--- src/design/ftws_pkg.sv ---
// Shared types and constants for the frame time window statistics unit.
// Used by ftws_ctrl, ftws_dp and frame_time_window_stats_unit.
package ftws_pkg;

  localparam int unsigned TS_W         = 64;
  localparam int unsigned MS_W         = 32;
  localparam int unsigned FILLED_W     = 7;
  localparam int unsigned CMD_W        = 2;
  localparam int unsigned FPS_SCALE    = 1000;
  localparam int unsigned CFG_DATA_W   = 32;
  localparam int unsigned CFG_ADDR_W   = 3;
  localparam int unsigned CFG_IDX_W    = 1;
  localparam logic [CFG_IDX_W-1:0] REG_TICK_SCALE = 1'b0;
  localparam logic [31:0] TICK_SCALE_RST = 32'd1000;

  typedef enum logic [CMD_W-1:0] {
    CMD_BEGIN  = 2'd0,
    CMD_END    = 2'd1,
    CMD_COMMIT = 2'd2,
    CMD_CLEAR  = 2'd3
  } ftws_cmd_e;

  // controller to datapath
  typedef struct packed {
    logic take;        // latch the incoming timestamp
    logic begin_seg;   // open a segment if none is open
    logic clear_hist;  // empty the sample window
    logic delta;       // elapsed ticks of the open segment
    logic accum;       // close segment, saturating add into accumulator
    logic mul_hi;      // upper accumulator half times scale
    logic mul_lo;      // lower accumulator half times scale
    logic conv;        // finish conversion, store sample, start scan
    logic div_start;   // start the fps division
    logic load_out;    // load the result register
  } ftws_ctl_t;

  // datapath to controller
  typedef struct packed {
    logic scan_busy;
    logic div_busy;
    logic out_free;
  } ftws_sts_t;

endpackage

--- src/design/ftws_ctrl.sv ---
// Sequencing state machine for the frame time window statistics unit.
// Depends on ftws_pkg for the command codes and the control structs.
module ftws_ctrl
  import ftws_pkg::*;
(
  input  logic       clk_i,
  input  logic       rst_ni,
  input  logic       in_valid_i,
  input  ftws_cmd_e  in_cmd_i,
  output logic       in_ready_o,
  input  ftws_sts_t  sts_i,
  output ftws_ctl_t  ctl_o
);

  typedef enum logic [3:0] {
    S_IDLE,
    S_DELTA,
    S_ACCUM,
    S_MUL_HI,
    S_MUL_LO,
    S_CONV,
    S_SCAN,
    S_DIV,
    S_OUT
  } state_e;

  state_e state_q, state_d;
  logic   commit_q, commit_d;

  always_comb begin
    ctl_o      = '0;
    state_d    = state_q;
    commit_d   = commit_q;
    in_ready_o = (state_q == S_IDLE);
    ctl_o.take = in_valid_i && in_ready_o;
    unique case (state_q)
      S_IDLE: begin
        if (ctl_o.take) begin
          unique case (in_cmd_i)
            CMD_BEGIN:  ctl_o.begin_seg  = 1'b1;
            CMD_CLEAR:  ctl_o.clear_hist = 1'b1;
            CMD_END: begin
              commit_d = 1'b0;
              state_d  = S_DELTA;
            end
            CMD_COMMIT: begin
              commit_d = 1'b1;
              state_d  = S_DELTA;
            end
            default: state_d = S_IDLE;
          endcase
        end
      end
      S_DELTA: begin
        ctl_o.delta = 1'b1;
        state_d     = S_ACCUM;
      end
      S_ACCUM: begin
        ctl_o.accum = 1'b1;
        state_d     = commit_q ? S_MUL_HI : S_IDLE;
      end
      S_MUL_HI: begin
        ctl_o.mul_hi = 1'b1;
        state_d      = S_MUL_LO;
      end
      S_MUL_LO: begin
        ctl_o.mul_lo = 1'b1;
        state_d      = S_CONV;
      end
      S_CONV: begin
        ctl_o.conv = 1'b1;
        state_d    = S_SCAN;
      end
      S_SCAN: begin
        if (!sts_i.scan_busy) begin
          ctl_o.div_start = 1'b1;
          state_d         = S_DIV;
        end
      end
      S_DIV: begin
        if (!sts_i.div_busy) state_d = S_OUT;
      end
      S_OUT: begin
        // hold the result until the output register frees up
        if (sts_i.out_free) begin
          ctl_o.load_out = 1'b1;
          state_d        = S_IDLE;
        end
      end
      default: state_d = S_IDLE;
    endcase
  end

  always_ff @(posedge clk_i or negedge rst_ni) begin
    if (!rst_ni) begin
      state_q  <= S_IDLE;
      commit_q <= 1'b0;
    end else begin
      state_q  <= state_d;
      commit_q <= commit_d;
    end
  end

endmodule

--- config.mk ---
export PLATFORM = sky130hd
export DESIGN_NAME = ftws_ctrl
export DESIGN_NICKNAME = d
export VERILOG_FILES = /design/src/design/ftws_pkg.sv /design/src/design/ftws_ctrl.sv
export SDC_FILE = /design/constraint.sdc
export NUM_CORES = 1
export LEC_CHECK = 0
export BUFFER_PORTS_ARGS = -buffer_cell sky130_fd_sc_hd__buf_2
export CORE_AREA = 2 2 39 41
export DETAILED_ROUTE_END_ITERATION = 10
export DIE_AREA = 0 0 41 43
export PLACE_DENSITY_LB_ADDON = 0.1
export SLEW_MARGIN = 20
export SYNTH_ARGS = -nofsm -noshare
export SYNTH_HDL_FRONTEND = slang
export SYNTH_SLANG_ARGS = --single-unit
--- constraint.sdc ---
create_clock -name clk_i -period 1.6 [get_ports clk_i]
set_clock_uncertainty 0.15 [all_clocks]
set_input_delay 0.24 -clock clk_i [delete_from_list [all_inputs] [get_ports clk_i]]
set_output_delay 0.24 -clock clk_i [all_outputs]
set_load 0.005 [all_outputs]
==> run metrics, run 1 <==
FFs w/ async S/R, synth 100%; Power Dens Cells 1650 nW/um^2; P_leak ~0.34 nW; first-pass GRT wire length 1680 um; Seq/Total Area, Yosys 29.7%; H-Tree Depth 1; Final Max Tran Viols 0; status finished, violations left; relative slew slack between 80% and 90%; fraction of layout cells with a size suffix above 1 62.2%; Hold EP state_q[3]; failing checks negative setup slack; Tmin final about 1.8 ns; commonest non-fill, non-tap cell in the layout buf_2; maximum capacitance violations 0; DR iter-0 viols 3; Sw Share 40.2%; CORE AREA about 1400 sq um; part of the power in registers 22.4%; worst r2r src state_q[3]; Post-Route WL 1020 um; DRC Markers 0; Yosys warning count 0; Clock Sinks 5; DIE AREA 1760 sq um; post-DP HPWL 717 um; Num CTS Buffers 3; # port buffers 18; number of flops mapped to enable cells by yosys 0; vias in the first global route 414; top_reg_cell synth dfrtp_1; Layout Area Growth over Synthesis 59.6%; # diodes 0; Hold WC Path Type in2reg; crit path launch type flop; Worst-Skew Late Latency 0.24 ns; Synth Cell Area around 420 sq um; initial antenna violation count 0; worst path arrival time 1.42 ns; CTS Root Cell clkbuf_4; number of fill cells 145; internal power 0.666 mW; setup ws final -0.205 ns; final non-filler cell area 673 sq um; Die Y 43 um; post-route ant nets 0; I/O pins 19; Worst Tran Pin Value 0.295 ns; post-place instance area 533 sq um; number of synthesized register bits 5; Fin. Hold Viols 0; RSZ-0062 raised after global routing yes; pin count of the biggest net entering global routing 10; drt wl/cell 11.3 um; Distinct cells, synth 24; clock buffer depth 2; Avg Inst Size Synth 8.97 sq um; Reg clk slew, reported paths 0.04 ns; worst reg2reg path depth 4; VDD IR max 0.686 mV; Comb pwr share roughly 65%; Tcrit/Tclk final 113%; drt pass-1 iters 2; grt ovf 0; Reg2Reg Setup Slack 0.01 ns; Hold Path Cell Cnt 2; CP Class reg2out; post-synthesis net count 58; cell count after synthesis 47; vias 432; dpl cells between 80 and 90; commonest non-fill, non-tap cells in the layout 18 x buf_2, 5 x nor3_2, 4 x nor2_1, 4 x buf_6, 4 x buf_4; Worst Path Required 1.21 ns; die width 41 um; GPL Wtd Cong roughly 0.68; critical path endpoint category output port; fmax 0.554 GHz; Crit Path Max Fanout 3; Psw 0.447 mW; hold_sp sts_i[0]; Std-Cell Rows 14; Final #Nets 86; DR vias/cell between 4 and 5; clock power share 13.0%; CTS tree yes; Post-Layout Cell Count 90; final setup violation count 9; Reg-to-Reg End commit_q; total global-route track usage 14.6%; Starting Density 30.5%
## per-layer routing
layer	vias to the layer above	wire length, um	track usage (%)
met2	10	555	20.3
met1	203	426	18.4
met3	0	34	3.14
met5	-	0	0
met4	0	0	12.0
li1	219	-	-
## synth_stat cells (all sizes together), types with 2 or more instances
master	n	area share, %
and2	2	3.0
inv	3	2.7
dfrtp	5	30
nor2	5	4.5
nand2b	3	4.5
buf	4	6.8
and3	2	3.0
ha	3	8.9
nor3	7	8.3
## layout make-up
class                   instances  area (sq um)  area share [%]
well taps                      16          20.0            2.97
clock buffers                   4          26.3            3.90
repair buffers                 27           175            26.0
multi-input cells              35           313            46.5
inverters                       3          11.3            1.67
flip-flops and latches          5           128            19.0
## state kept, by name, indices dropped and copies added, names as in the netlist
signal,flops
commit_q,1
state_q,4
## what timing repair did
action                                 in CTS  in global routing
endpoints found under the hold margin       5                  0
pin swaps                                   3                  2
setup endpoints to repair                  11                 12
setup buffers                               3                  2
gates cloned                                0                  0
hold buffers                                1                  0
resized for setup                          11                  7
## power by group through the flow
stage	combinational (mW)	sequential [mW]	clock, mW
finish	0.718	0.250	0.145
global route	0.786	0.257	0.159
CTS	0.656	0.246	0.153
detailed placement	0.522	0.246	0
global placement	0.536	0.242	0
floorplan	0.406	0.207	0
## through the flow
| stage | hold slack, ns | setup WS, ns | utilization, % | total power [mW] | setup TNS, ns |
|---|---|---|---|---|---|
| floorplan | -0.206 | 0.0490 | - | 0.613 | 0 |
| global placement | -0.0907 | 0.0489 | 38.5 | 0.778 | 0 |
| detailed placement | -0.0923 | 0.0413 | 38.5 | 0.768 | 0 |
| CTS | 0.0485 | -0.212 | 46.5 | 1.06 | -0.717 |
| global route | 0.0550 | -0.244 | 48.6 | 1.20 | -1.69 |
| finish | 0.0510 | -0.205 | 48.6 | 1.11 | -0.816 |
## worst max-delay path: stages (launching register included)
cell     delay, ns
dfrtp_1       0.42
or4b_4        0.56
nor2_2        0.09
buf_2         0.11
## cells by family (layout without fill, tap and decap cells)
| family | after synthesis | count (layout) | share of synthesized area [%] |
|---|---|---|---|
| buffers and inverters | 7 | 34 | 9.50 |
| multiplexers | 1 | 1 | 3.56 |
| flip-flops | 5 | 5 | 29.7 |
| AO/OA/AOI/OAI | 7 | 7 | 12.8 |
| adder cells (fa/ha/maj) | 3 | 3 | 8.90 |
| AND/OR/NAND/NOR | 24 | 24 | 35.6 |
## worst max path at each step
stage	startpoint	to	slack [ns]	depth (start not counted)
6_report	state_q[1]	ctl_o[0]	-0.21	3
4_1_cts	state_q[1]	ctl_o[0]	-0.21	3
5_1_grt	state_q[1]	ctl_o[0]	-0.24	3
3_5_place_dp	state_q[0]	ctl_o[0]	0.04	3
3_3_place_gp	state_q[0]	ctl_o[0]	0.05	3
2_1_floorplan	state_q[2]	ctl_o[0]	0.05	3
(Power assumes the default switching activity.)
==> run 2: changes to the inputs <==
==> constraint.sdc (replaced) <==
create_clock -name clk_i -period 1.6 [get_ports clk_i]
set_clock_uncertainty 0.15 [all_clocks]
set_input_delay 0.32 -clock clk_i [delete_from_list [all_inputs] [get_ports clk_i]]
set_output_delay 0.32 -clock clk_i [all_outputs]
set_load 0.005 [all_outputs]
==> run metrics, run 2 (synthesized netlist as in run 1, its figures left out) <==
post-DP HPWL 745 um; Cell Chain, Critical Path or4b_4, nor2_2, buf_2; clock power share about an eighth; Hold WC Path Type in2reg; Tmin final 1.84 ns; worst r2r src state_q[3]; Worst Path Required 1.13 ns; Comb pwr share 67.9%; Reg2Reg Setup Slack around 0.03 ns; clock buffer depth 2; Most flops, register state_q; grt ovf 0; pin count of the biggest net entering global routing 9; maximum capacitance violations 0; Std-Cell Rows 14; Reg clk slew, reported paths 0.04 ns; total global-route track usage between 10% and 20%; post-route ant nets 0; max incr delay on CP 0.54 ns; Regs by FF count state_q: 4 flops, commit_q: 1 flops; Starting Density 30.5%; vias between 400 and 500; GPL Wtd Cong between 0.6 and 0.7; Power Total 1.20 mW; WHS roughly 0.12 ns; Clock Sinks 5; CTS tree yes; Critical Path Slowest Stage Cell or4b_4; H-Tree Depth 1; initial antenna violation count 0; die width 41 um; I/O pins 19; # diodes 0; drt wl/cell 11.0 um; DR iter-0 viols 8; RSZ-0062 raised after global routing yes; DIE AREA 1760 sq um; CTS Root Cell clkbuf_4; status finished, violations left; Layout Area Growth over Synthesis 64.7%; CP Class reg2out; DRC Markers 0; fmax 0.543 GHz; # port buffers 18; first-pass GRT wire length 1770 um; commonest non-fill, non-tap cells in the layout 18 x buf_2, 7 x buf_4, 5 x nor3_2; Final Max Tran Viols 0; commonest non-fill, non-tap cell in the layout buf_2; Fin Setup TNS -1.89 ns; Fin. Hold Viols 0; fraction of layout cells with a size suffix above 1 64.5%; CORE AREA roughly 1400 sq um; Post-Route WL 1020 um; crit path launch type flop; final setup violation count 11; relative slew slack 80.6%; hold_sp sts_i[0]; Sw Share 39.0%; DR vias/cell 4.92; Worst Tran Pin Value 0.288 ns; Worst-Skew Late Latency 0.23 ns; Tcrit/Tclk final 115%; worst path bufs/invs 1; delay-heaviest family, CP simple AND/OR/NAND/NOR gates; Psw 0.466 mW; internal power ~0.73 mW; Finished Core Util 50.2%; Final #Nets 88; worst path arrival time ~1.4 ns; drt pass-1 iters 3; Power Dens Cells 1720 nW/um^2; VDD IR max 0.674 mV; critical path endpoint category output port; Die Y 43 um; vias in the first global route 446; P_leak ~0.35 nW; Num CTS Buffers 3; Crit Path Max Fanout 3; setup ws final -0.243 ns; failing checks negative setup slack; max reg flops 4; part of the power in registers 20.3%; Crit. Startpoint state_q[1]
## run 2: path summary, 6_finish.rpt
path / to / cells after the start
worst min register to register: commit_q / 1
worst min-delay path: state_q[3] / 2
worst max register to register: commit_q / 4
min in group asynchronous: state_q[0] / 2
worst max-delay path: ctl_o[0] / 3
max in group asynchronous: state_q[2] / 2
## run 2: area by class of cell
class / instances / area [sq um]
inverter: 3 / 11.3
timing repair buffer: 29 / 194
fill: 137 / 689
clock buffer: 4 / 26.3
tap: 16 / 20.0
sequential: 5 / 128
multi-input combinational: 35 / 315
## run 2: metal layers
layer / vias to the layer above / wire, um / track usage, %
met2: 11 / 546 / 22.2
met5: - / 0 / 0
li1: 225 / - / -
met4: 0 / 19 / 12.7
met3: 2 / 30 / 3.14
met1: 215 / 419 / 18.4
## run 2: power by group through the flow
| stage | combinational (mW) | clock [mW] | sequential [mW] |
|---|---|---|---|
| CTS | 0.764 | 0.147 | 0.239 |
| global route | 0.880 | 0.167 | 0.252 |
| global placement | 0.551 | 0 | 0.241 |
| floorplan | 0.421 | 0 | 0.210 |
| detailed placement | 0.543 | 0 | 0.243 |
| finish | 0.811 | 0.141 | 0.243 |
## run 2: worst register-to-register path, cell delays in order (launching register included)
cell     delay (ns)
dfrtp_2        0.43
nor4_4         0.35
buf_4          0.17
nand3_2        0.06
mux2_4         0.29
## run 2: what timing repair did
action                     in CTS  in global routing
setup endpoints to repair      11                 12
setup buffers                   4                  2
hold buffers                    1                  0
hold endpoints to repair        5                  0
pin swaps                       6                  3
resized for setup              14                  6
## run 2: per-stage QoR
step           setup WS [ns]  cells  instance area (sq um)
2_1_floorplan        -0.0291     47                    428
3_3_place_gp         -0.0447     82                    541
3_5_place_dp         -0.0475     82                    541
4_1_cts               -0.284     91                    676
5_1_grt               -0.316     92                    694
6_report              -0.243     92                    694
==> run 3: changes to the inputs <==
- SKIP_CTS_REPAIR_TIMING: unset -> 1
==> run metrics, run 3 (synthesized netlist as in run 1, its figures left out) <==
status finished, violations left; failing checks negative setup slack; final non-filler cell area 634 sq um; DR vias/cell 4.84; Tcrit/Tclk final 117%; Regs by FF count state_q: 4 flops, commit_q: 1 flops; critical path endpoint category output port; Final #Nets 84; crit path launch type flop; Post-Route WL 938 um; total global-route track usage 13.5%; Final Max Tran Viols 0; CP Class reg2out; P_leak 0.327 nW; post-place instance area 541 sq um; # port buffers 18; RSZ-0062 raised after global routing yes; Crit Path Max Fanout 3; Power Dens Cells 1650 nW/um^2; Worst-Skew Late Latency 0.24 ns; max reg flops 4; setup ws final -0.268 ns; die width 41 um; first-pass GRT wire length 1550 um; CTS tree yes; Worst Path Required 1.13 ns; Std-Cell Rows 14; CTS Root Cell clkbuf_4; commonest non-fill, non-tap cell in the layout buf_2; Tmin final between 1.5 and 2 ns; I/O pins 19; vias 426; post-route ant nets 0; Hold WC Path Type in2reg; vias in the first global route 394; drt pass-1 iters 4; Starting Density between 30% and 40%; # diodes 0; drt wl/cell 10.7 um; initial antenna violation count 0; clock buffer depth 2; Num CTS Buffers 3; commonest non-fill, non-tap cells in the layout 18 x buf_2, 4 x nor2_1, 4 x nor3_1; Setup Slack @ Placement -0.0475 ns; DR iter-0 viols 7; DRC Markers 0; CORE AREA 1380 sq um; grt ovf 0; post-DP HPWL between 700 and 800 um; relative slew slack 78.3%; VDD IR max 0.646 mV; Die Y 43 um; Fin. Hold Viols 0; Most flops, register state_q; DIE AREA 1760 sq um; Clock Sinks 5; Worst Tran Pin Value around 0.32 ns; Fin Setup TNS -1.61 ns; maximum capacitance violations 0; GPL Wtd Cong 0.693; fmax 0.535 GHz; Reg clk slew, reported paths 0.04 ns; Post-Layout Cell Count 88; dpl cells between 80 and 90; Finished Core Util 45.8%; final setup violation count 11; worst path arrival time 1.40 ns; pin count of the biggest net entering global routing 9; fraction of layout cells with a size suffix above 1 a little under three fifths; H-Tree Depth 1; Layout Area Growth over Synthesis 50.4%
==> run 3: changes by cell type in the layout (fill, tap and decap cells not counted), moves of 2 or more <==
cell    previous run  this run
buf_6              1         3
buf_4              7         3
buf_8              2         0
nor3_1             2         4
nor3_2             5         3
==> run 3: where the power goes <==
group,total (mW),internal (mW),switching (mW)
logic,0.651,0.353,0.298
registers,0.256,0.186,0.0694
clock network,0.142,0.0941,0.0481
==> run 3: path summary, 6_finish.rpt <==
check / from / to / slack (ns) / cells after the start
setup / recovery: state_q[1] / ctl_o[0] / -0.27 / 3
hold / removal: sts_i[0] / state_q[3] / 0.12 / 2
setup reg to reg: state_q[0] / commit_q / 0.10 / 3
hold reg to reg: commit_q / commit_q / 0.38 / 1
max in group asynchronous: rst_ni / state_q[2] / 0.88 / 2
min in group asynchronous: rst_ni / state_q[1] / 0.28 / 2
==> run 3: stage by stage <==
stage,hold WS (ns),power (mW)
6_report,0.124,1.05
5_1_grt,0.119,1.14
4_1_cts,-0.266,0.934
3_5_place_dp,-0.0115,0.786
3_3_place_gp,-0.0110,0.792
2_1_floorplan,-0.126,0.630
==> run 3: final cells by class <==
type / count / area, sq um
fillers: 141 / 749
multi-input cells: 35 / 293
repair buffers: 25 / 156
flip-flops and latches: 5 / 128
clock buffers: 4 / 26.3
well taps: 16 / 20.0
inverters: 3 / 11.3
==> run 3: routing by layer <==
metal	GRT usage, %	routed length, um	vias to the layer above
met4	12.7	19	0
li1	-	-	213
met3	3.14	35	2
met1	17.0	425	199
met2	17.8	457	12
met5	0	0	-
==> run 3: worst max-delay path, stage by stage, from the launching register on <==
cell and delay [ns]:
dfrtp_1 0.41, or4b_4 0.56, nor2_2 0.08, buf_2 0.11
